### src/hw/rtl/lfp_pkg.sv
// ----------------------------------------------------------------------------
// lfp_pkg
// shared constants, codes and types of the link flit packer
// ----------------------------------------------------------------------------
package lfp_pkg;

    localparam int QUEUE_DEPTH   = 16;
    localparam int PAYLOAD_BYTES = 64;
    localparam int HEADER_BYTES  = 16;
    localparam int ID_BITS       = 16;
    localparam int MAX_RESULTS   = 32;

    localparam int IDX_W        = $clog2(QUEUE_DEPTH);
    localparam int CNT_W        = $clog2(QUEUE_DEPTH + 1);
    localparam int RES_W        = $clog2(MAX_RESULTS + 1);
    localparam int HDR_PACK_MAX = (PAYLOAD_BYTES > HEADER_BYTES)
                                  ? (PAYLOAD_BYTES - HEADER_BYTES) / HEADER_BYTES : 0;
    localparam int KW           = $clog2(HDR_PACK_MAX + 4);

    localparam logic [1:0] REQ_ENQ      = 2'd0;
    localparam logic [1:0] REQ_DRAIN_DN = 2'd1;
    localparam logic [1:0] REQ_DRAIN_UP = 2'd2;

    // low bit of the message kind as kept in a queue entry
    localparam logic KIND_PLAIN = 1'b0;
    localparam logic KIND_ALT   = 1'b1;

    localparam logic [2:0] FT_H4 = 3'd0;
    localparam logic [2:0] FT_H5 = 3'd1;
    localparam logic [2:0] FT_G0 = 3'd2;
    localparam logic [2:0] FT_G4 = 3'd3;
    localparam logic [2:0] FT_G5 = 3'd4;
    localparam logic [2:0] FT_G6 = 3'd5;

    typedef struct packed {
        logic               kind;
        logic [ID_BITS-1:0] id;
    } entry_t;

    typedef struct packed {
        logic             push;
        entry_t           wdata;
        logic             del;
        logic [IDX_W-1:0] del_idx;
        logic [IDX_W-1:0] rd_idx;
    } qcmd_t;

    typedef struct packed {
        logic [CNT_W-1:0] count;
        entry_t           head;
        entry_t           rd;
    } qstat_t;

    function automatic logic [6:0] slot_bytes(input int unsigned slots);
        int unsigned b;
        b = HEADER_BYTES * slots;
        if (b > PAYLOAD_BYTES)
        begin
            b = PAYLOAD_BYTES;
        end
        return 7'(b);
    endfunction

endpackage

### src/hw/rtl/lfp_queue.sv
// ----------------------------------------------------------------------------
// lfp_queue
// message queue with push at the tail, delete at any index and one read port
// ----------------------------------------------------------------------------
module lfp_queue (
    input  logic           clk,
    input  logic           rst_n,
    input  lfp_pkg::qcmd_t cmd,
    output lfp_pkg::qstat_t stat
);
    import lfp_pkg::*;

    entry_t           q_reg [QUEUE_DEPTH];
    logic [CNT_W-1:0] count_reg;
    logic [CNT_W-1:0] count_next;

    always_comb
    begin
        count_next = count_reg;
        if (cmd.push)
        begin
            count_next = count_reg + CNT_W'(1);
        end
        else if (cmd.del)
        begin
            count_next = count_reg - CNT_W'(1);
        end
    end

    always_ff @(posedge clk or negedge rst_n)
    begin
        if (!rst_n)
        begin
            count_reg <= '0;
        end
        else
        begin
            count_reg <= count_next;
        end
    end

    always_ff @(posedge clk)
    begin
        if (cmd.push)
        begin
            q_reg[count_reg[IDX_W-1:0]] <= cmd.wdata;
        end
        else if (cmd.del)
        begin
            for (int j = 0; j < QUEUE_DEPTH - 1; j++)
            begin
                if (j >= int'(cmd.del_idx))
                begin
                    q_reg[j] <= q_reg[j+1];
                end
            end
        end
    end

    assign stat.count = count_reg;
    assign stat.head  = q_reg[0];
    assign stat.rd    = q_reg[cmd.rd_idx];

    a_count_range: assert property (@(posedge clk) disable iff (!rst_n)
        count_reg <= CNT_W'(QUEUE_DEPTH))
        else $error("queue count beyond depth");

    a_push_room: assert property (@(posedge clk) disable iff (!rst_n)
        cmd.push |-> count_reg < CNT_W'(QUEUE_DEPTH))
        else $error("push into full queue");

    a_del_inside: assert property (@(posedge clk) disable iff (!rst_n)
        cmd.del |-> (!cmd.push && CNT_W'(cmd.del_idx) < count_reg))
        else $error("delete outside queued entries");

    a_push_count: assert property (@(posedge clk) disable iff (!rst_n)
        cmd.push |=> count_reg == $past(count_reg) + CNT_W'(1))
        else $error("push did not advance count");

endmodule

### src/hw/rtl/link_flit_packer_unit.sv
// ----------------------------------------------------------------------------
// link_flit_packer_unit
// packs queued link messages of two directions into flits on a drain item
// ----------------------------------------------------------------------------
// An enqueue item is pushed in the cycle that accepts it; a drop on a full
// queue gives one result item through the drop state. A drain runs through
// one sequencer and one delete/read port per queue: the accepting cycle, one
// head check per flit group and one at the end, the removal of each message
// (on the down queue the head removal shares the head check), the emission
// of each flit, and the examination of each entry when a data response at
// the head looks for a queued no-data response and when a data-response
// flit gathers no-data responses from within the queue. On the up queue
// every data response at the head scans the rest of the queue again, and
// stalled results hold the sequencer. The input is stalled while a drain or
// a drop is in progress.
// ----------------------------------------------------------------------------
module link_flit_packer_unit (
    input  logic                        clk,
    input  logic                        rst_n,
    input  logic                        in_valid,
    output logic                        in_stall,
    input  logic [1:0]                  req_type,
    input  logic [1:0]                  msg_kind,
    input  logic [15:0]                 message_id,
    output logic                        out_valid,
    input  logic                        out_stall,
    output logic                        status,
    output logic                        direction,
    output logic [2:0]                  flit_type,
    output logic [6:0]                  bytes_used,
    output logic [6:0]                  bytes_spare,
    output logic [1:0]                  completion_count,
    output logic [15:0]                 completion_id_a,
    output logic [15:0]                 completion_id_b,
    output logic                        last
);
    import lfp_pkg::*;

    localparam logic [3:0] ST_IDLE    = 4'd0;
    localparam logic [3:0] ST_DROP    = 4'd1;
    localparam logic [3:0] ST_D_HEAD  = 4'd2;
    localparam logic [3:0] ST_D_PACK  = 4'd3;
    localparam logic [3:0] ST_D_G0    = 4'd4;
    localparam logic [3:0] ST_U_HEAD  = 4'd5;
    localparam logic [3:0] ST_U_SRCH  = 4'd6;
    localparam logic [3:0] ST_U_G4    = 4'd7;
    localparam logic [3:0] ST_U_G4G0  = 4'd8;
    localparam logic [3:0] ST_U_G6    = 4'd9;
    localparam logic [3:0] ST_U_G6G0  = 4'd10;
    localparam logic [3:0] ST_U_G5    = 4'd11;

    localparam logic [RES_W:0] LIM = (RES_W + 1)'(MAX_RESULTS);

    logic [3:0]         state_reg, state_next;
    logic               dir_reg, dir_next;
    logic [RES_W-1:0]   n_reg, n_next;
    logic [KW-1:0]      k_reg, k_next;
    logic [CNT_W-1:0]   idx_reg, idx_next;
    logic               wd_reg, wd_next;
    logic [ID_BITS-1:0] head_id_reg, head_id_next;
    logic [ID_BITS-1:0] id_reg [4];
    logic               id_wr;
    logic [ID_BITS-1:0] id_wdata;

    qcmd_t  q_cmd, dn_cmd, up_cmd;
    qstat_t dn_stat, up_stat, cur;
    logic   cmd_dir;

    logic               out_valid_reg;
    logic               status_reg, direction_reg, last_reg;
    logic [2:0]         flit_type_reg;
    logic [6:0]         used_reg, wasted_reg;
    logic [1:0]         ccount_reg;
    logic [ID_BITS-1:0] ida_reg, idb_reg;

    logic               can_emit, emit_en;
    logic               e_status, e_last;
    logic [2:0]         e_type;
    logic [6:0]         e_used, e_wasted;
    logic [1:0]         e_count;
    logic [ID_BITS-1:0] e_a, e_b;

    logic               a_ok, b_ok;
    logic [1:0]         p_count;
    logic [ID_BITS-1:0] p_a, p_b;
    logic [RES_W:0]     n_inc;
    logic               enq_full;
    logic [ID_BITS-1:0] g6_id;

    lfp_queue u_dn_queue (
        .clk   (clk),
        .rst_n (rst_n),
        .cmd   (dn_cmd),
        .stat  (dn_stat)
    );

    lfp_queue u_up_queue (
        .clk   (clk),
        .rst_n (rst_n),
        .cmd   (up_cmd),
        .stat  (up_stat)
    );

    assign cur      = dir_reg ? up_stat : dn_stat;
    assign dn_cmd   = (cmd_dir == 1'b0) ? q_cmd : '0;
    assign up_cmd   = (cmd_dir == 1'b1) ? q_cmd : '0;
    assign can_emit = !out_valid_reg || !out_stall;
    assign in_stall = (state_reg != ST_IDLE);
    assign n_inc    = {1'b0, n_reg} + (RES_W + 1)'(1);
    assign enq_full = (msg_kind[1] ? up_stat.count : dn_stat.count)
                      >= CNT_W'(QUEUE_DEPTH);
    assign g6_id    = id_reg[idx_reg[1:0]];

    // packed no-data ids with zero ids skipped
    always_comb
    begin
        a_ok    = (k_reg >= KW'(1)) && (id_reg[0] != '0);
        b_ok    = (k_reg >= KW'(2)) && (id_reg[1] != '0);
        p_count = 2'(a_ok) + 2'(b_ok);
        p_a     = a_ok ? id_reg[0] : (b_ok ? id_reg[1] : '0);
        p_b     = (a_ok && b_ok) ? id_reg[1] : '0;
    end

    always_comb
    begin
        state_next   = state_reg;
        dir_next     = dir_reg;
        n_next       = n_reg;
        k_next       = k_reg;
        idx_next     = idx_reg;
        wd_next      = wd_reg;
        head_id_next = head_id_reg;
        id_wr        = 1'b0;
        id_wdata     = cur.head.id;
        cmd_dir      = dir_reg;
        q_cmd        = '0;
        q_cmd.rd_idx = idx_reg[IDX_W-1:0];
        emit_en      = 1'b0;
        e_status     = 1'b0;
        e_last       = 1'b0;
        e_type       = FT_H4;
        e_used       = '0;
        e_wasted     = '0;
        e_count      = '0;
        e_a          = '0;
        e_b          = '0;

        unique case (state_reg)
            ST_IDLE:
            begin
                if (in_valid)
                begin
                    unique case (req_type)
                        REQ_ENQ:
                        begin
                            dir_next = msg_kind[1];
                            if (enq_full)
                            begin
                                state_next = ST_DROP;
                            end
                            else
                            begin
                                cmd_dir             = msg_kind[1];
                                q_cmd.push          = 1'b1;
                                q_cmd.wdata.kind    = msg_kind[0];
                                q_cmd.wdata.id      = message_id[ID_BITS-1:0];
                            end
                        end
                        REQ_DRAIN_DN:
                        begin
                            dir_next   = 1'b0;
                            n_next     = '0;
                            state_next = ST_D_HEAD;
                        end
                        REQ_DRAIN_UP:
                        begin
                            dir_next   = 1'b1;
                            n_next     = '0;
                            state_next = ST_U_HEAD;
                        end
                        default:
                        begin
                            state_next = ST_IDLE;
                        end
                    endcase
                end
            end

            ST_DROP:
            begin
                if (can_emit)
                begin
                    emit_en    = 1'b1;
                    e_status   = 1'b1;
                    e_last     = 1'b1;
                    state_next = ST_IDLE;
                end
            end

            ST_D_HEAD:
            begin
                if (cur.count == '0 || ({1'b0, n_reg} + (RES_W + 1)'(2)) > LIM)
                begin
                    state_next = ST_IDLE;
                end
                else
                begin
                    wd_next       = cur.head.kind;
                    q_cmd.del     = 1'b1;
                    q_cmd.del_idx = '0;
                    k_next        = '0;
                    state_next    = ST_D_PACK;
                end
            end

            ST_D_PACK:
            begin
                if (cur.count != '0 && cur.head.kind == KIND_PLAIN &&
                    int'(k_reg) < HDR_PACK_MAX)
                begin
                    q_cmd.del     = 1'b1;
                    q_cmd.del_idx = '0;
                    k_next        = k_reg + KW'(1);
                end
                else if (can_emit)
                begin
                    emit_en    = 1'b1;
                    e_type     = wd_reg ? FT_H4 : FT_H5;
                    e_used     = slot_bytes(int'(k_reg) + 1);
                    e_wasted   = 7'(PAYLOAD_BYTES) - e_used;
                    e_last     = !wd_reg &&
                                 (cur.count == '0 || (n_inc + (RES_W + 1)'(2)) > LIM);
                    n_next     = n_inc[RES_W-1:0];
                    state_next = wd_reg ? ST_D_G0 : ST_D_HEAD;
                end
            end

            ST_D_G0:
            begin
                if (can_emit)
                begin
                    emit_en    = 1'b1;
                    e_type     = FT_G0;
                    e_used     = 7'(PAYLOAD_BYTES - 2);
                    e_wasted   = 7'd2;
                    e_last     = cur.count == '0 || (n_inc + (RES_W + 1)'(2)) > LIM;
                    n_next     = n_inc[RES_W-1:0];
                    state_next = ST_D_HEAD;
                end
            end

            ST_U_HEAD:
            begin
                k_next = '0;
                if (cur.count == '0 || ({1'b0, n_reg} + (RES_W + 1)'(4)) > LIM)
                begin
                    state_next = ST_IDLE;
                end
                else if (cur.head.kind == KIND_PLAIN)
                begin
                    idx_next   = CNT_W'(1);
                    state_next = ST_U_SRCH;
                end
                else
                begin
                    state_next = ST_U_G5;
                end
            end

            ST_U_SRCH:
            begin
                if (idx_reg >= cur.count)
                begin
                    state_next = ST_U_G6;
                end
                else if (cur.rd.kind == KIND_ALT)
                begin
                    head_id_next  = cur.head.id;
                    q_cmd.del     = 1'b1;
                    q_cmd.del_idx = '0;
                    idx_next      = '0;
                    state_next    = ST_U_G4;
                end
                else
                begin
                    idx_next = idx_reg + CNT_W'(1);
                end
            end

            ST_U_G4:
            begin
                if (idx_reg < cur.count && k_reg < KW'(2))
                begin
                    if (cur.rd.kind == KIND_ALT)
                    begin
                        id_wr         = 1'b1;
                        id_wdata      = cur.rd.id;
                        q_cmd.del     = 1'b1;
                        q_cmd.del_idx = idx_reg[IDX_W-1:0];
                        k_next        = k_reg + KW'(1);
                    end
                    else
                    begin
                        idx_next = idx_reg + CNT_W'(1);
                    end
                end
                else if (can_emit)
                begin
                    emit_en    = 1'b1;
                    e_type     = FT_G4;
                    e_used     = slot_bytes(int'(k_reg) + 1);
                    e_wasted   = 7'(PAYLOAD_BYTES) - e_used;
                    e_count    = p_count;
                    e_a        = p_a;
                    e_b        = p_b;
                    n_next     = n_inc[RES_W-1:0];
                    state_next = ST_U_G4G0;
                end
            end

            ST_U_G4G0:
            begin
                if (can_emit)
                begin
                    emit_en    = 1'b1;
                    e_type     = FT_G0;
                    e_used     = 7'(PAYLOAD_BYTES - 2);
                    e_wasted   = 7'd2;
                    e_count    = (head_id_reg != '0) ? 2'd1 : 2'd0;
                    e_a        = head_id_reg;
                    e_last     = cur.count == '0 || (n_inc + (RES_W + 1)'(4)) > LIM;
                    n_next     = n_inc[RES_W-1:0];
                    state_next = ST_U_HEAD;
                end
            end

            ST_U_G6:
            begin
                if (cur.count != '0 && cur.head.kind == KIND_PLAIN && k_reg < KW'(3))
                begin
                    id_wr         = 1'b1;
                    q_cmd.del     = 1'b1;
                    q_cmd.del_idx = '0;
                    k_next        = k_reg + KW'(1);
                end
                else if (can_emit)
                begin
                    emit_en    = 1'b1;
                    e_type     = FT_G6;
                    e_used     = slot_bytes(int'(k_reg));
                    e_wasted   = 7'(PAYLOAD_BYTES) - e_used;
                    n_next     = n_inc[RES_W-1:0];
                    idx_next   = '0;
                    state_next = ST_U_G6G0;
                end
            end

            ST_U_G6G0:
            begin
                if (can_emit)
                begin
                    emit_en  = 1'b1;
                    e_type   = FT_G0;
                    e_used   = 7'(PAYLOAD_BYTES - 2);
                    e_wasted = 7'd2;
                    e_count  = (g6_id != '0) ? 2'd1 : 2'd0;
                    e_a      = g6_id;
                    n_next   = n_inc[RES_W-1:0];
                    idx_next = idx_reg + CNT_W'(1);
                    if ((idx_reg[1:0] + 2'd1) == k_reg[1:0])
                    begin
                        e_last     = cur.count == '0 || (n_inc + (RES_W + 1)'(4)) > LIM;
                        state_next = ST_U_HEAD;
                    end
                end
            end

            ST_U_G5:
            begin
                if (cur.count != '0 && cur.head.kind == KIND_ALT && k_reg < KW'(2))
                begin
                    id_wr         = 1'b1;
                    q_cmd.del     = 1'b1;
                    q_cmd.del_idx = '0;
                    k_next        = k_reg + KW'(1);
                end
                else if (can_emit)
                begin
                    emit_en    = 1'b1;
                    e_type     = FT_G5;
                    e_used     = slot_bytes(int'(k_reg));
                    e_wasted   = 7'(PAYLOAD_BYTES) - e_used;
                    e_count    = p_count;
                    e_a        = p_a;
                    e_b        = p_b;
                    e_last     = cur.count == '0 || (n_inc + (RES_W + 1)'(4)) > LIM;
                    n_next     = n_inc[RES_W-1:0];
                    state_next = ST_U_HEAD;
                end
            end

            default:
            begin
                state_next = ST_IDLE;
            end
        endcase
    end

    always_ff @(posedge clk or negedge rst_n)
    begin
        if (!rst_n)
        begin
            state_reg     <= ST_IDLE;
            dir_reg       <= 1'b0;
            n_reg         <= '0;
            k_reg         <= '0;
            idx_reg       <= '0;
            wd_reg        <= 1'b0;
            out_valid_reg <= 1'b0;
        end
        else
        begin
            state_reg     <= state_next;
            dir_reg       <= dir_next;
            n_reg         <= n_next;
            k_reg         <= k_next;
            idx_reg       <= idx_next;
            wd_reg        <= wd_next;
            out_valid_reg <= emit_en || (out_valid_reg && out_stall);
        end
    end

    always_ff @(posedge clk)
    begin
        head_id_reg <= head_id_next;
        if (id_wr)
        begin
            id_reg[k_reg[1:0]] <= id_wdata;
        end
        if (emit_en)
        begin
            status_reg    <= e_status;
            direction_reg <= dir_reg;
            flit_type_reg <= e_type;
            used_reg      <= e_used;
            wasted_reg    <= e_wasted;
            ccount_reg    <= e_count;
            ida_reg       <= e_a;
            idb_reg       <= e_b;
            last_reg      <= e_last;
        end
    end

    assign out_valid        = out_valid_reg;
    assign status           = status_reg;
    assign direction        = direction_reg;
    assign flit_type        = flit_type_reg;
    assign bytes_used       = used_reg;
    assign bytes_spare      = wasted_reg;
    assign completion_count = ccount_reg;
    assign completion_id_a  = 16'(ida_reg);
    assign completion_id_b  = 16'(idb_reg);
    assign last             = last_reg;

    a_emit_slot_free: assert property (@(posedge clk) disable iff (!rst_n)
        emit_en |-> (!out_valid_reg || !out_stall))
        else $error("result overwritten while stalled");

    a_idle_after_last: assert property (@(posedge clk) disable iff (!rst_n)
        (emit_en && e_last) |=> (state_reg == ST_IDLE || state_reg == ST_D_HEAD ||
                                 state_reg == ST_U_HEAD))
        else $error("sequencer busy after final result");

    a_drop_status: assert property (@(posedge clk) disable iff (!rst_n)
        (emit_en && e_status) |-> (e_last && e_count == 2'd0 && e_used == '0))
        else $error("malformed drop result");

endmodule

### config.mk
export PLATFORM = sky130hd
export DESIGN_NAME = link_flit_packer_unit
export DESIGN_NICKNAME = d
export VERILOG_FILES = /design/src/hw/rtl/lfp_pkg.sv /design/src/hw/rtl/lfp_queue.sv /design/src/hw/rtl/link_flit_packer_unit.sv
export SDC_FILE = /design/constraint.sdc
export NUM_CORES = 1
export LEC_CHECK = 0
export BUFFER_PORTS_ARGS = -buffer_cell sky130_fd_sc_hd__buf_2
export CAP_MARGIN = 20
export CORE_MARGIN = 5
export CORE_UTILIZATION = 63
export CTS_CLUSTER_DIAMETER = 80
export CTS_CLUSTER_SIZE = 30
export DETAILED_ROUTE_END_ITERATION = 8
export PLACE_DENSITY = 0.8
export RECOVER_POWER = 25
export SYNTH_ARGS = -nofsm -noshare
export SYNTH_HDL_FRONTEND = slang
export SYNTH_SLANG_ARGS = --single-unit
### constraint.sdc
create_clock -name clk -period 8.5 [get_ports clk]
set_input_delay 0.425 -clock clk [delete_from_list [all_inputs] [get_ports clk]]
set_output_delay 0.425 -clock clk [all_outputs]
set_load 0.02 [all_outputs]
==> impl_metrics.ini <==
[placement]
place_area_um2 = 36500
gp_congestion = 1.00
place_ws_ns = 3.00
io_buffer_count = 75
hpwl_um = 77500
placed_cells = 3434

[worst_setup_path]
cpMostUsedCell = buf_4
cp_max_fo = 41
cpPeakStageDelay_ns = 1.66
crit_type = reg -> reg
worstPathArrival_ns = 6.97
cp-start-kind = flip-flop
crit_buf_inv = 4
critPathRequiredTime_ns = 8.79
endpoint_kind = flip-flop
path_cells = clkbuf_1 -> inv_1 -> a31oi_1 -> and3_1 -> o21ai_4 -> buf_4 -> a21oi_1 -> o21bai_1 -> buf_4
slowest_stage = clkbuf_1
crit_family = buffers and inverters

[floorplanning]
fp.dieW_um = 248
io_pins = 80
design.core.area_um2 = 56300
dieArea_um2 = 61500
start_util = 0.634
fp-row-count = 87
die_h_um = 248

[timing]
final-hold-violation-count = 0
tightest_slew_ns = 2.26
min_period_ns = 6.68
fin_crit_sh = 0.786
clock_skew_ns = 0.0363
slew_violations = 176
fmax_ghz = 0.150
setup_tns_ns = 0
setup_viol = 0
slew_headroom = -0.509
rsz0062_at_grt = false
final.setup.worst_slack_ns = 1.82

[logic_synthesis]
syn_inst = 2790
yosys_register_bits = 702
seq_area_frac_synth = 0.586
synth_ff_type = edfxtp_1
syn-cell-area_um2 = 35700
synth-async-reset-ratio = 0.0442
synth_cell_types = 82
avgSynthCellArea_um2 = 12.8
synth_edf_count = 671
yosys_warnings = 0

[global_route]
grt_antenna_before_repair = 4
grt_pass1_vias = 24000
grt-ovfl-total = 0
track_usage = 0.351
grt_max_degree = 72
grt_pass1_wl_um = 160000

[power]
power.total_w = 0.0144
power_frac_comb = 0.385
seqPwrFrac = 0.463
switching_share = 0.414
p_leak_nw = 16.3
ir_worst_vdd_uv = 273
p_per_area_nw_per_um2 = 383
clock_power_share = 0.152
internal-power_w = 0.00846
p_sw_w = 0.00598

[cts]
htreeDepth = 2
post_cts_buffers = 0
cts_inserted_buffers = 37
insertion_delay_ns = 0.61
clk_path_buf_depth = 3
clock_sinks = 702
ctsRootBufferMaster = clkbuf_16
cts.repair.resized = 0
clkTransAtPathRegs_ns = 0.10
postCtsHoldBufs = 1
cts_tree = built

[finish]
stdcell_area_um2 = 37700
area_delta_synth_final_pct = 5.60
fin_cells = 3506
drive_gt1_frac = 0.108
seq_area_um2 = 20900
multiInputGateArea_um2 = 13600
fillers = 4147
final_nets = 2780
layout_commonest_cell = edfxtp_1
final_cell_mix = edfxtp_1, a21o_1, nand2_1, a21oi_1, o21ai_0

[flow_run]
cap_violations = 8

[min_path]
hp-class = in -> reg

[route]
wl_met3_um = 14500
met1Wirelength_um = 42900
drt_wl_total_um = 109000
top_layer_used = met5
avgRoutedWirePerCell_um = 31.0
dr_wl_met2_um = 46800
ant_nets = 0
vias = 25400
drtIter0Drc = 3702
via_per_inst = 7.25
first_pass_iters = 7
drcViolationCount = 0

[status]
status = finished, violations left
violations = capacitance limit, slew limit
## per-layer routing
metal | GRT usage | vias up
li1 | - | 10700
met1 | 0.524 | 12700
met2 | 0.505 | 1830
met3 | 0.0899 | 236
met4 | 0.122 | 2
met5 | 0 | -
## area by class of cell
cell class / count / share of cell area
Timing Repair Buffer: 130 / 0.0192
Multi-Input combinational cell: 1816 / 0.362
Sequential cell: 702 / 0.555
Tap cell: 756 / 0.0251
Clock buffer: 40 / 0.0260
Inverter: 34 / 0.00339
Clock inverter: 25 / 0.00900
Antenna cell: 3 / 0.000199
## kinds of logic after synthesis
kind of cell | count (synthesis) | share of synthesized area
other cells | 1 | 0.000105
buf+inv | 275 | 0.0336
simple gates | 441 | 0.0619
flops | 702 | 0.586
xor+xnor | 19 | 0.00466
fa+ha+maj | 35 | 0.0127
compound gates | 1113 | 0.232
mux | 204 | 0.0686
## power by group through the flow
stage / clock (W) / combinational [W] / sequential, W
2_1_floorplan: 0 / 0.00380 / 0.00622
3_3_place_gp: 0 / 0.00530 / 0.00666
3_5_place_dp: 0 / 0.00545 / 0.00668
4_1_cts: 0.00221 / 0.00548 / 0.00661
5_1_grt: 0.00235 / 0.00590 / 0.00674
6_report: 0.00220 / 0.00555 / 0.00669
## path summary, 6_finish.rpt
path	from	endpoint	slack (ns)	depth (start not counted)
setup / recovery	dir_reg	u_dn_queue.q_reg[1][16]	1.82	9
hold / removal	req_type[0]	dir_reg	0.28	3
setup reg to reg	dir_reg	u_dn_queue.q_reg[1][16]	1.82	9
hold reg to reg	u_up_queue.q_reg[10][14]	u_up_queue.q_reg[9][14]	0.55	1
max in group asynchronous	rst_n	idx_reg[2]	6.21	2
min in group asynchronous	rst_n	n_reg[3]	0.92	2
## cells in the mapped netlist (all sizes together) (34+ instances only)
cell type,instances,area share
o21ai,116,0.016
o211ai,37,0.0078
a22oi,34,0.0072
mux2i,87,0.024
a21o,513,0.11
buf,83,0.013
nand2,124,0.013
clkbuf,158,0.017
a21oi,112,0.019
mux2,94,0.030
nand3,38,0.0053
edfxtp,671,0.56
o21bai,46,0.0097
and2,46,0.0081
nor2,94,0.010
a211oi,59,0.012
## per-stage QoR
stage | hold slack, ns | util
floorplan | 0.129 | -
global placement | 0.522 | 0.648
detailed placement | 0.525 | 0.649
CTS | 0.253 | 0.673
global route | 0.295 | 0.670
finish | 0.282 | 0.670
## tightest hold or removal path: stages
cell     delay [ns]
buf_2          0.13
ha_1           0.19
o31ai_1        0.08
No activity file was read; power rests on OpenSTA's default activity.
